### src/rtl/pia_pkg.sv
// ----------------------------------------------------------------------------
// Palette index assigner package
// Shared sizes, the search word type and the grey ramp function.
// ----------------------------------------------------------------------------
package pia_pkg;

  localparam int PALETTE_DEPTH = 256;
  localparam int IDX_W         = $clog2(PALETTE_DEPTH);
  localparam int CNT_W         = $clog2(PALETTE_DEPTH + 1);
  localparam int COLOR_W       = 32;
  localparam int INDEX_OUT_W   = 8;

  typedef struct packed {
    logic               valid;
    logic               done;
    logic               is_new;
    logic [IDX_W-1:0]   index;
    logic [COLOR_W-1:0] color;
  } probe_t;

  function automatic logic [COLOR_W-1:0] gray_word(input logic [IDX_W-1:0] idx);
    logic [7:0] c;
    c = 8'(idx);
    gray_word = {8'hFF, c, c, c};
  endfunction

endpackage

### src/rtl/pia_cell.sv
// ----------------------------------------------------------------------------
// Palette cell
// Holds one palette entry, compares the passing search word with it and
// appends the colour when the search reaches the first free entry.
// ----------------------------------------------------------------------------
module pia_cell (
  input  logic                        clk,
  input  logic                        rst,
  input  logic                        advance,
  input  logic                        load_gray,
  input  logic [pia_pkg::IDX_W-1:0]   cell_index,
  input  logic [pia_pkg::CNT_W-1:0]   entry_count,
  input  pia_pkg::probe_t             probe_in,
  output pia_pkg::probe_t             probe_out
);
  import pia_pkg::*;

  logic [COLOR_W-1:0] entry;
  logic               live;
  logic               hit;
  logic               append;
  probe_t             probe_next;

  assign live   = probe_in.valid && !probe_in.done;
  assign hit    = live && (CNT_W'(cell_index) < entry_count) && (entry == probe_in.color);
  assign append = live && (CNT_W'(cell_index) == entry_count);

  always_comb begin
    probe_next = probe_in;
    if (hit || append) begin
      probe_next.done  = 1'b1;
      probe_next.index = cell_index;
    end
    if (append) begin
      probe_next.is_new = 1'b1;
    end
  end

  always_ff @(posedge clk) begin
    if (load_gray) begin
      entry <= gray_word(cell_index);
    end else if (advance && append) begin
      entry <= probe_in.color;
    end
  end

  always_ff @(posedge clk) begin
    if (rst) begin
      probe_out.valid <= 1'b0;
    end else if (advance) begin
      probe_out.valid <= probe_next.valid;
    end
  end

  always_ff @(posedge clk) begin
    if (advance) begin
      probe_out.done   <= probe_next.done;
      probe_out.is_new <= probe_next.is_new;
      probe_out.index  <= probe_next.index;
      probe_out.color  <= probe_next.color;
    end
  end

endmodule

### config.mk
export PLATFORM = sky130hd
export DESIGN_NAME = pia_cell
export DESIGN_NICKNAME = d
export VERILOG_FILES = /design/src/rtl/pia_pkg.sv /design/src/rtl/pia_cell.sv
export SDC_FILE = /design/constraint.sdc
export NUM_CORES = 1
export LEC_CHECK = 0
export BUFFER_PORTS_ARGS = -buffer_cell sky130_fd_sc_hd__buf_2
export CORE_MARGIN = 2
export CORE_UTILIZATION = 25
export DETAILED_ROUTE_END_ITERATION = 10
export GPL_ROUTABILITY_DRIVEN = 0
export PLACE_DENSITY = 0.47
export SYNTH_ARGS = -nofsm -noshare
export SYNTH_HDL_FRONTEND = slang
export SYNTH_SLANG_ARGS = --single-unit
### constraint.sdc
create_clock -name clk -period 2.1 [get_ports clk]
set_clock_uncertainty 0.2 [all_clocks]
set_input_delay 0 -clock clk [delete_from_list [all_inputs] [get_ports clk]]
set_output_delay 0 -clock clk [all_outputs]
set_load 0.02 [all_outputs]
After elaboration in Yosys (flattened, before gate mapping). Index checks and enable logic that the tools add are counted. W data, S select, Z words.

$lt $le $gt $ge: 1. Equality and inequality tests: 2. Mux-type cells: 3. Reduce and logical (&&, ||, !) cells: 8.

Operator list (number): $mux W24 (2); $eq A32 B32 Y1 (1); $eq A8 B9 Y1 (1); $lt A8 B9 Y1 (1); $mux W8 (1); $logic_and A1 B1 Y1 (5); $reduce_bool A2 Y1 (1); $logic_not A1 Y1 (1); $logic_or A1 B1 Y1 (1).

Bits in registers: 75. Output and inout bits: 43.

Longest topological paths before layout. Gate-level depths: netlist of the first run.

Depth in word-level cells: 6. Gate-level depth with buffers: 8. Mapped depth without buffers: 7.

Worst setup path before layout of the first run. OpenSTA, ideal clock, no wires.

Kind: input to register. From: input entry_count[6] in the netlist's numbering. To: register entry[0] (enable). Data arrival time: 1.717 ns. Required time: 1.516 ns. Path slack: -0.202 ns. Stages on the path: 7. Path buffers: 1. Path through: inv_1 -> ha_1 -> nand4b_4 -> nor3_2 -> buf_2 -> nand2_2 -> nand2b_1.

Longest elaborated chain between the ends: 4.

Ends and longest elaborated chain: from (decl) (RTL line pia_cell.sv:12) `input logic [pia_pkg::CNT_W-1:0] entry_count,`; $eq A8 B9 Y1 (RTL line pia_cell.sv:26) `assign append = live && (CNT_W'(cell_index) == entry_count);`; $logic_and A1 B1 Y1 (RTL line pia_cell.sv:26); $logic_and A1 B1 Y1 (RTL line pia_cell.sv:42) `end else if (advance && append) begin`; $reduce_bool A2 Y1 (no source line); to (signal assigned) (RTL line pia_cell.sv:41) `entry <= gray_word(cell_index);`; to (signal assigned) (RTL line pia_cell.sv:43) `entry <= probe_in.color;`; to (decl) (RTL line pia_cell.sv:18) `logic [COLOR_W-1:0] entry;`.

Every way passes these cells. A chain may end at the register's enable or synchronous reset.

==> results.md, run 1 <==
Outcome:
- The flow ran to the end, and the final reports show no timing, DRC or antenna violations.

Power:
- Summed over all cells, the static leakage comes to 2.17 nW.
- The peak supply drop is 0.389 mV.
- In this run the power density over the cells is 770 nW/µm².

Worst hold path:
- The path with the worst hold slack has its endpoint at probe_out[38].
- The startpoint of the lowest-slack hold path is advance.
- The class of the tightest hold or removal check is in2reg.
- Along the worst hold path, the cell count comes to 1.

GRT:
- The number of global-route vias before repair came to 2815.
- Entering global routing, the biggest net connects 31 pins.
- The wire length of the first global-routing pass is 14.5 mm.
- For this run, the total global-route usage over all layers was measured as 13.1%.
- The initial antenna violation count is 0.
- The total overflow left after global routing is 0.

Clock network:
- The clock drives 75 sinks.
- The deepest level of the CTS H-tree is 3.
- The deepest clock path buffer count is 2.
- The clock reaches the later pin of the worst-skew pair after 0.33 ns.
- After clock tree synthesis, the clock-pin slew on the worst setup and hold paths is 0.06 ns.
- The number of buffers added by the clock tree synthesis step is 9.
- The total setup buffers inserted after CTS is 0.
- In this run the clock root is driven by a sky130_fd_sc_hd__clkbuf_16.
- The TritonCTS clock tree is yes.

Setup path:
- The signal on the critical path passes through xnor2_2 > nand4_1 > nor4_4 > and4_4 > o211ai_1.
- The startpoint-to-endpoint class of the critical path is reg2reg.
- The critical path endpoint category is a register.
- The largest incremental delay on the critical path is 0.40 ns.
- The slowest stage of the critical path is the sky130_fd_sc_hd__edfxtp_1 cell.
- The launch instance of the worst register-to-register path is entry[3].
- In this run the critical register-to-register path is captured at probe_out[38].
- The launching element of the worst setup path is entry[3].
- The required time reported for the critical path endpoint is 1.98 ns.
- Of all nets on the critical path, the largest fanout is 5.
- Setup slack on the worst reg-to-reg path comes out at 0.09 ns.
- The sort of element at the start of the critical path is a register.
- The arrival time reported for the critical path endpoint is 1.88 ns.
- The number of cell instances on the worst register-to-register path is 5.

Logic synthesis:
- The share of synthesized area in the top cell type comes to 56.7%.
- The commonest cells after synthesis are sky130_fd_sc_hd__edfxtp_1, sky130_fd_sc_hd__inv_1, sky130_fd_sc_hd__xnor2_1, sky130_fd_sc_hd__o21ai_0, sky130_fd_sc_hd__nand2_1.
- The number of flip-flops and latches in the synthesized netlist is 75.
- The leading area contributor after synthesis is sky130_fd_sc_hd__edfxtp_1.
- Counting every instance in the synthesized netlist gives 277.
- The number of unique standard cell types used by synthesis is 34.
- sky130_fd_sc_hd__edfxtp_1 is the most common cell in the netlist.
- For this run, the register share of the synthesized area comes to 61.8%.
- For this run, asynchronously set or reset flops after synthesis account for 0%.
- Among all flip-flop cells after synthesis, the most frequent one is sky130_fd_sc_hd__edfxtp_1.
- Summing every instance area after synthesis gives 3500 µm².
- Ranked by total cell area, the synthesized netlist is headed by sky130_fd_sc_hd__edfxtp_1, sky130_fd_sc_hd__xnor2_1, sky130_fd_sc_hd__dfxtp_1, sky130_fd_sc_hd__o21ai_0, sky130_fd_sc_hd__inv_1.
- Counting flops with a built-in enable in the synthesized netlist gives 66.
- The number of nets in the synthesized netlist is 349.
- The number of warnings reported in the yosys synthesis log is 0.
- Averaged over all synthesized cells, the footprint is 12.6 µm².

Timing:
- The fraction of the cycle the final worst path needs is 95.6%.
- The worst slew margin relative to its limit is 59.3%.
- The count of endpoints failing hold in the final timing report is 0.
- Setup violations remaining at the end of the flow were counted as 0.
- After layout, the minimum clock period comes to 2.01 ns.
- Setup repair after global routing could not meet its margin everywhere.
- The count of final max-slew check failures is 0.
- Static timing analysis puts the maximum clock frequency at 0.498 GHz.
- The actual slew at the worst max-slew pin is 0.611 ns.

Routing:
- After detailed routing, the average wire length per cell comes to 15.0 µm.
- In this run the remaining antenna-violating nets after routing total 0.
- Using the TritonRoute via totals, the vias-per-cell ratio works out to 4.28.
- The routed design has 9.55 mm of wire.
- The detailed-route DRC error count is 0.
- In this run, the number of DRC markers left after iteration 0 of detailed routing was 117.
- For this run, the detailed router's first-pass iteration total came to 4.
- The via count is 2727.

Floorplan:
- The number of top-level pins is 107.
- The overall die width is 122 µm.
- The die covers 15000 µm².
- Once the floorplan was initialized, standard cells occupied 25.4% of the core.
- The height of the die is 122 µm.
- The placement row count is 43.
- The core region is 13800 µm².

Placement:
- The number of cells after detailed placement is 566.
- The detailed-placement wirelength estimate is 6.63 mm.
- During placement, the flow inserted port buffers numbering 106.

Finish:
- Cells fill 37.8% of the core in the end.
- The post-layout instance count excluding filler cells is 637.
- The growth of design area from synthesis to finish is 48.6%.
- The number of antenna diodes in the final layout is 0.
- The number of inserted filler cells in the final layout is 1423.
- In the final layout, the share of cells above drive strength 1 is 31.7%.
- The net count of the finished layout is 524.

Job:
- Across the run, the number of max-cap violations was 0.
## metrics by stage
stage,setup slack [ns],instance area (µm²),power [W],hold WS [ns],TNS (ns)
2_1_floorplan,0.0673,3500,0.00208,-0.128,0
3_3_place_gp,-0.107,4320,0.00230,-0.0438,-0.193
3_5_place_dp,-0.132,4320,0.00231,-0.0370,-0.514
4_1_cts,0.0141,5180,0.00406,0.0212,0
5_1_grt,-0.0321,5200,0.00417,0.0554,-0.154
6_report,0.0916,5200,0.00400,0.0266,0
## critical path, delay by kind of cell, from the launching register on
family	cells	cell delay, ns
compound gates	1	0.11
xor+xnor	1	0.15
flops	1	0.40
simple gates	3	0.89
## kinds of logic (layout without fill, tap and decap cells)
group                    Yosys count  after routing  synth area share, %
XOR/XNOR                          32             32                 8.01
AND/OR/NAND/NOR                   65             66                 12.4
buffers and inverters             41            220                 4.54
adder cells (fa/ha/maj)            8              8                 2.86
flip-flops                        75             75                 61.8
AO/OA/AOI/OAI                     55             55                 10.1
multiplexers                       1              1                0.286
## area by class of cell
| type | count | area, µm² | area share (%) |
|---|---|---|---|
| sequential | 75 | 2160 | 41.6 |
| clock inverter | 5 | 76.3 | 1.47 |
| clock buffer | 11 | 243 | 4.67 |
| inverter | 32 | 120 | 2.31 |
| multi-input combinational | 162 | 1200 | 23.1 |
| tap | 180 | 225 | 4.33 |
| timing repair buffer | 172 | 1170 | 22.6 |
## cell usage in the layout, fill, tap and decap left out, drive strengths merged, types with 2 or more instances in the layout
cell         Yosys  routed
and4             1       2
o211ai           4       4
or3              2       2
bufinv           0       2
dlygate4sd3      0      54
xnor2           31      31
edfxtp          66      66
buf              2     118
a41oi            3       3
a21oi            4       4
nand2b           3       3
nor4             3       3
nand2           23      23
inv             32      32
dfxtp            9       9
ha               8       8
a211o            8       8
clkinv           0       2
and3             8       8
clkbuf           7      11
nand4           13      13
and2             3       3
nand3b           2       2
a21boi           7       7
o21ai           28      28
nor3             2       2
## what timing repair did
item / CTS / global route
resized for setup: 1 / 2
hold buffers: 54 / 0
setup endpoints to repair: 8 / 9
endpoints found under the hold margin: 75 / 0
pin swaps: 0 / 3
cloned: 0 / 1
## registers in the layout, summed over array words and instances (netlist names)
register	flops
probe_out	43
entry	32
## worst max path at each step
stage                     to  slack [ns]  cells after the start
6_report       probe_out[38]        0.09                      5
5_1_grt        probe_out[32]       -0.03                      5
4_1_cts        probe_out[32]        0.01                      5
3_5_place_dp   probe_out[41]       -0.13                      7
3_3_place_gp   probe_out[41]       -0.11                      7
2_1_floorplan       entry[0]        0.07                      7
## layer usage
metal | track usage, % | vias to the layer above | routed length (µm)
li1 | - | 1362 | -
met1 | 17.0 | 1277 | 4430
met2 | 21.1 | 76 | 4500
met3 | 3.44 | 12 | 482
met4 | 4.53 | 0 | 141
met5 | 0 | - | 0
## where the power goes
| group | total [W] | leakage (nW) | internal (W) | switching, W |
|---|---|---|---|---|
| clock network | 0.00166 | 0.153 | 0.00107 | 0.000589 |
| logic | 0.000566 | 1.29 | 0.000257 | 0.000309 |
| registers | 0.00178 | 0.718 | 0.00175 | 0.0000347 |
Power figures use the tool's default switching activity.
==> run 2: changes to the inputs <==
--- a/config.mk
+++ b/config.mk
@@ -10,7 +10,7 @@
 export CORE_UTILIZATION = 25
 export DETAILED_ROUTE_END_ITERATION = 10
 export GPL_ROUTABILITY_DRIVEN = 0
-export PLACE_DENSITY = 0.47
+export PLACE_DENSITY = 0.49
 export SYNTH_ARGS = -nofsm -noshare
 export SYNTH_HDL_FRONTEND = slang
 export SYNTH_SLANG_ARGS = --single-unit
==> run 2 against run 1 <==
Net effect:
- sequential cell count is the same
- largest power group unchanged
- die area is the same
- clock power down 4%
- routed wire length shrank 0.13%
- hold slack gained 0.028 ns
- global-route usage decreased by 0.15 points
- cell area grew 0.58%
- utilization up 0.22 points
- combinational power barely moved
==> results.md, run 2 (synthesized netlist as in run 1, its figures left out) <==
Timing:
- Of the available clock period, the critical path in the final layout requires 98.2%.
- Setup violations remaining at the end of the flow were counted as 0.
- The count of final max-slew check failures is 0.
- The actual slew at the worst max-slew pin is 0.367 ns.
- The count of endpoints failing hold in the final timing report is 0.
- Based on the critical path, the design can be clocked at up to 0.485 GHz.
- The post-layout minimum cycle time is 2.06 ns.
- The worst slew margin relative to its limit is 75.6%.
- Setup repair after global routing could not meet its margin everywhere.
- Setup slack closes at 0.0378 ns.
- The final-layout worst hold slack is 0.0544 ns.

Routing:
- The final layout contains routed wiring with a total length of 9.54 mm.
- Summing over every cut layer, the via total after detailed routing is 2823.
- For this block, the initial DRC count from the detailed router was 165.
- Dividing the detail-routed via count by the number of cells gives 4.40.
- In this run the remaining antenna-violating nets after routing total 0.
- The mean routed wirelength per cell is 14.9 µm.
- The first-pass iteration count of the detailed router is 4.
- For this run, design rule violations remaining after detail routing come to 0.

Setup path:
- The sort of element at the start of the critical path is a register.
- Data arrives at the worst endpoint at 1.93 ns.
- The destination of the worst register-to-register timing path is probe_out[32].
- The startpoint-to-endpoint class of the critical path is reg2reg.
- Walking the worst path, the cells encountered are xnor2_1 > nand4_1 > nor4_4 > buf_4 > and4_4 > o221ai_2.
- Along the worst path, the maximum fanout reaches 6.
- Across all register-to-register paths, the minimum setup slack is 0.04 ns.
- The required time reported for the critical path endpoint is 1.96 ns.
- The number of cell instances on the worst register-to-register path is 6.
- The critical path endpoint category is a register.
- The largest individual stage delay along the critical path comes from the cell sky130_fd_sc_hd__edfxtp_1.
- The largest incremental delay on the critical path is 0.38 ns.
- In this run the critical register-to-register path is launched from entry[9].

Finish:
- In the final layout, the registers with the most flip-flops are probe_out: 43 flops, entry: 32 flops.
- The final layout contains 528 nets.
- The register with the most flip-flops in the final layout is probe_out.
- The register with the most flip-flops in the layout has 43 of them.
- Once layout is done, the placed cells without fillers occupy 5230 µm².
- The growth of design area from synthesis to finish is 49.5%.
- The number of antenna diodes in the final layout is 0.
- The post-route netlist has 31.9% of its cells at a drive strength greater than 1.
- The leading cell type in the layout, fill and taps excluded is sky130_fd_sc_hd__buf_2.
- In the layout the commonest cells are sky130_fd_sc_hd__buf_2, sky130_fd_sc_hd__edfxtp_1, sky130_fd_sc_hd__dlygate4sd3_1.

Clock network:
- The tree is rooted in a sky130_fd_sc_hd__clkbuf_16.
- The deepest clock path buffer count is 2.
- Counting every sink on the clock net gives 75.
- The clock latency on the worst-skew pair is 0.34 ns.
- The H-tree was split into 3 levels.
- The clock edge transition at the registers on the reported setup and hold paths is 0.07 ns.
- TritonCTS built the clock tree.
- Buffers inserted during clock tree synthesis total 9.

Floorplan:
- The core region is 13800 µm².
- The die outline area is 15000 µm².
- The die is 122 µm tall.
- Once the floorplan was initialized, standard cells occupied 25.4% of the core.
- During I/O placement, the number of pins put on the boundary was 107.
- Row generation in the floorplan step produced 43 rows.
- The overall die width is 122 µm.

Placement:
- The post-place instance area is 4330 µm².
- Detailed placement finished with a half-perimeter wire length of 6.66 mm.
- At the placement stage, the worst setup path has a slack of -0.223 ns.
- The count of input and output buffers is 106.

Power:
- The switching share of total power is 24.0%.
- In this run the power density over the cells is 753 nW/µm².
- The total power is 0.00394 W.
- The peak supply drop is 0.370 mV.
- The clock group share of total power is 40.3%.
- The share of total power in combinational logic is 14.4%.
- The part of the total power dissipated in sequential elements is 45.3%.
- For this design the static power due to leakage is 2.18 nW.
- The internal portion of total power is 0.00299 W.
- Summed over all nets, the switching power comes to 0.000947 W.

GRT:
- The maximum number of pins on one net before global-route repair is 38.
- The total global-route track usage is 12.9%.
- The initial antenna violation count was 0.
- The number of global-route vias before repair is 2800.
- The global-route congestion overflow total is 0.
- The first global-routing pass estimated 14.5 mm of wire.

Worst hold path:
- The startpoint of the lowest-slack hold path is cell_index[7].
- The worst hold path terminates at probe_out[39].
- The class of the tightest hold or removal check is in2reg.
- The number of stages on the worst hold path is 4.

Outcome:
- The flow ran to the end, and the final reports show no timing, DRC or antenna violations.

Job:
- The max-capacitance violation count is 0.
[run 2: power by group through the flow]
stage | sequential, W | clock, W | combinational, W
6_report | 0.00178 | 0.00159 | 0.000569
5_1_grt | 0.00179 | 0.00168 | 0.000626
4_1_cts | 0.00179 | 0.00162 | 0.000574
3_5_place_dp | 0.00182 | 0 | 0.000490
3_3_place_gp | 0.00181 | 0 | 0.000485
2_1_floorplan | 0.00190 | 0 | 0.000173
[run 2: final cells by class]
| class | instances | area, µm² |
|---|---|---|
| clock inverter | 4 | 50.0 |
| timing repair buffer | 176 | 1220 |
| inverter | 32 | 120 |
| fill | 1397 | 8540 |
| clock buffer | 12 | 256 |
| sequential | 75 | 2160 |
| tap | 180 | 225 |
| multi-input combinational | 162 | 1190 |
[run 2: layer usage]
layer  vias to the layer above  part of all wire, %  global-route usage (%)
li1                       1366                    -                       -
met1                      1351                   46                    16.9
met2                        95                   48                    21.1
met3                        11                  4.8                    3.16
met4                         0                  1.3                    4.17
met5                         -                    0                       0
[run 2: metrics by stage]
| step | setup TNS [ns] | cells | utilization, % |
|---|---|---|---|
| after floorplan | 0 | 277 | - |
| after global placement | -1.19 | 565 | 31.4 |
| after detailed placement | -1.69 | 565 | 31.4 |
| after CTS | 0 | 638 | 37.8 |
| after global routing | -0.517 | 641 | 38.0 |
| final | 0 | 641 | 38.0 |
[run 2: what timing repair did]
| item | 4_1_cts | 5_1_grt |
|---|---|---|
| cloned | 1 | 0 |
| resized for setup | 2 | 1 |
| setup buffers | 1 | 2 |
| hold buffers | 55 | 1 |
| hold endpoints to repair | 85 | 3 |
| pin swaps | 2 | 8 |
| endpoints found under the setup margin | 9 | 9 |
[run 2: worst max-delay path by stage]
stage	from	to	slack [ns]
2_1_floorplan	entry_count[6]	entry[0]	0.07
3_3_place_gp	entry[13]	probe_out[32]	-0.15
3_5_place_dp	entry[13]	probe_out[32]	-0.22
4_1_cts	entry[5]	probe_out[32]	0.003
5_1_grt	entry[14]	probe_out[32]	-0.08
6_report	entry[9]	probe_out[32]	0.04
[run 2: critical path: cells and delay by family (launching register included)]
| kind | cells | cell delay [ns] |
|---|---|---|
| AO/OA/AOI/OAI | 1 | 0.10 |
| flip-flops | 1 | 0.38 |
| AND/OR/NAND/NOR | 3 | 0.76 |
| XOR/XNOR | 1 | 0.16 |
| buffers and inverters | 1 | 0.19 |
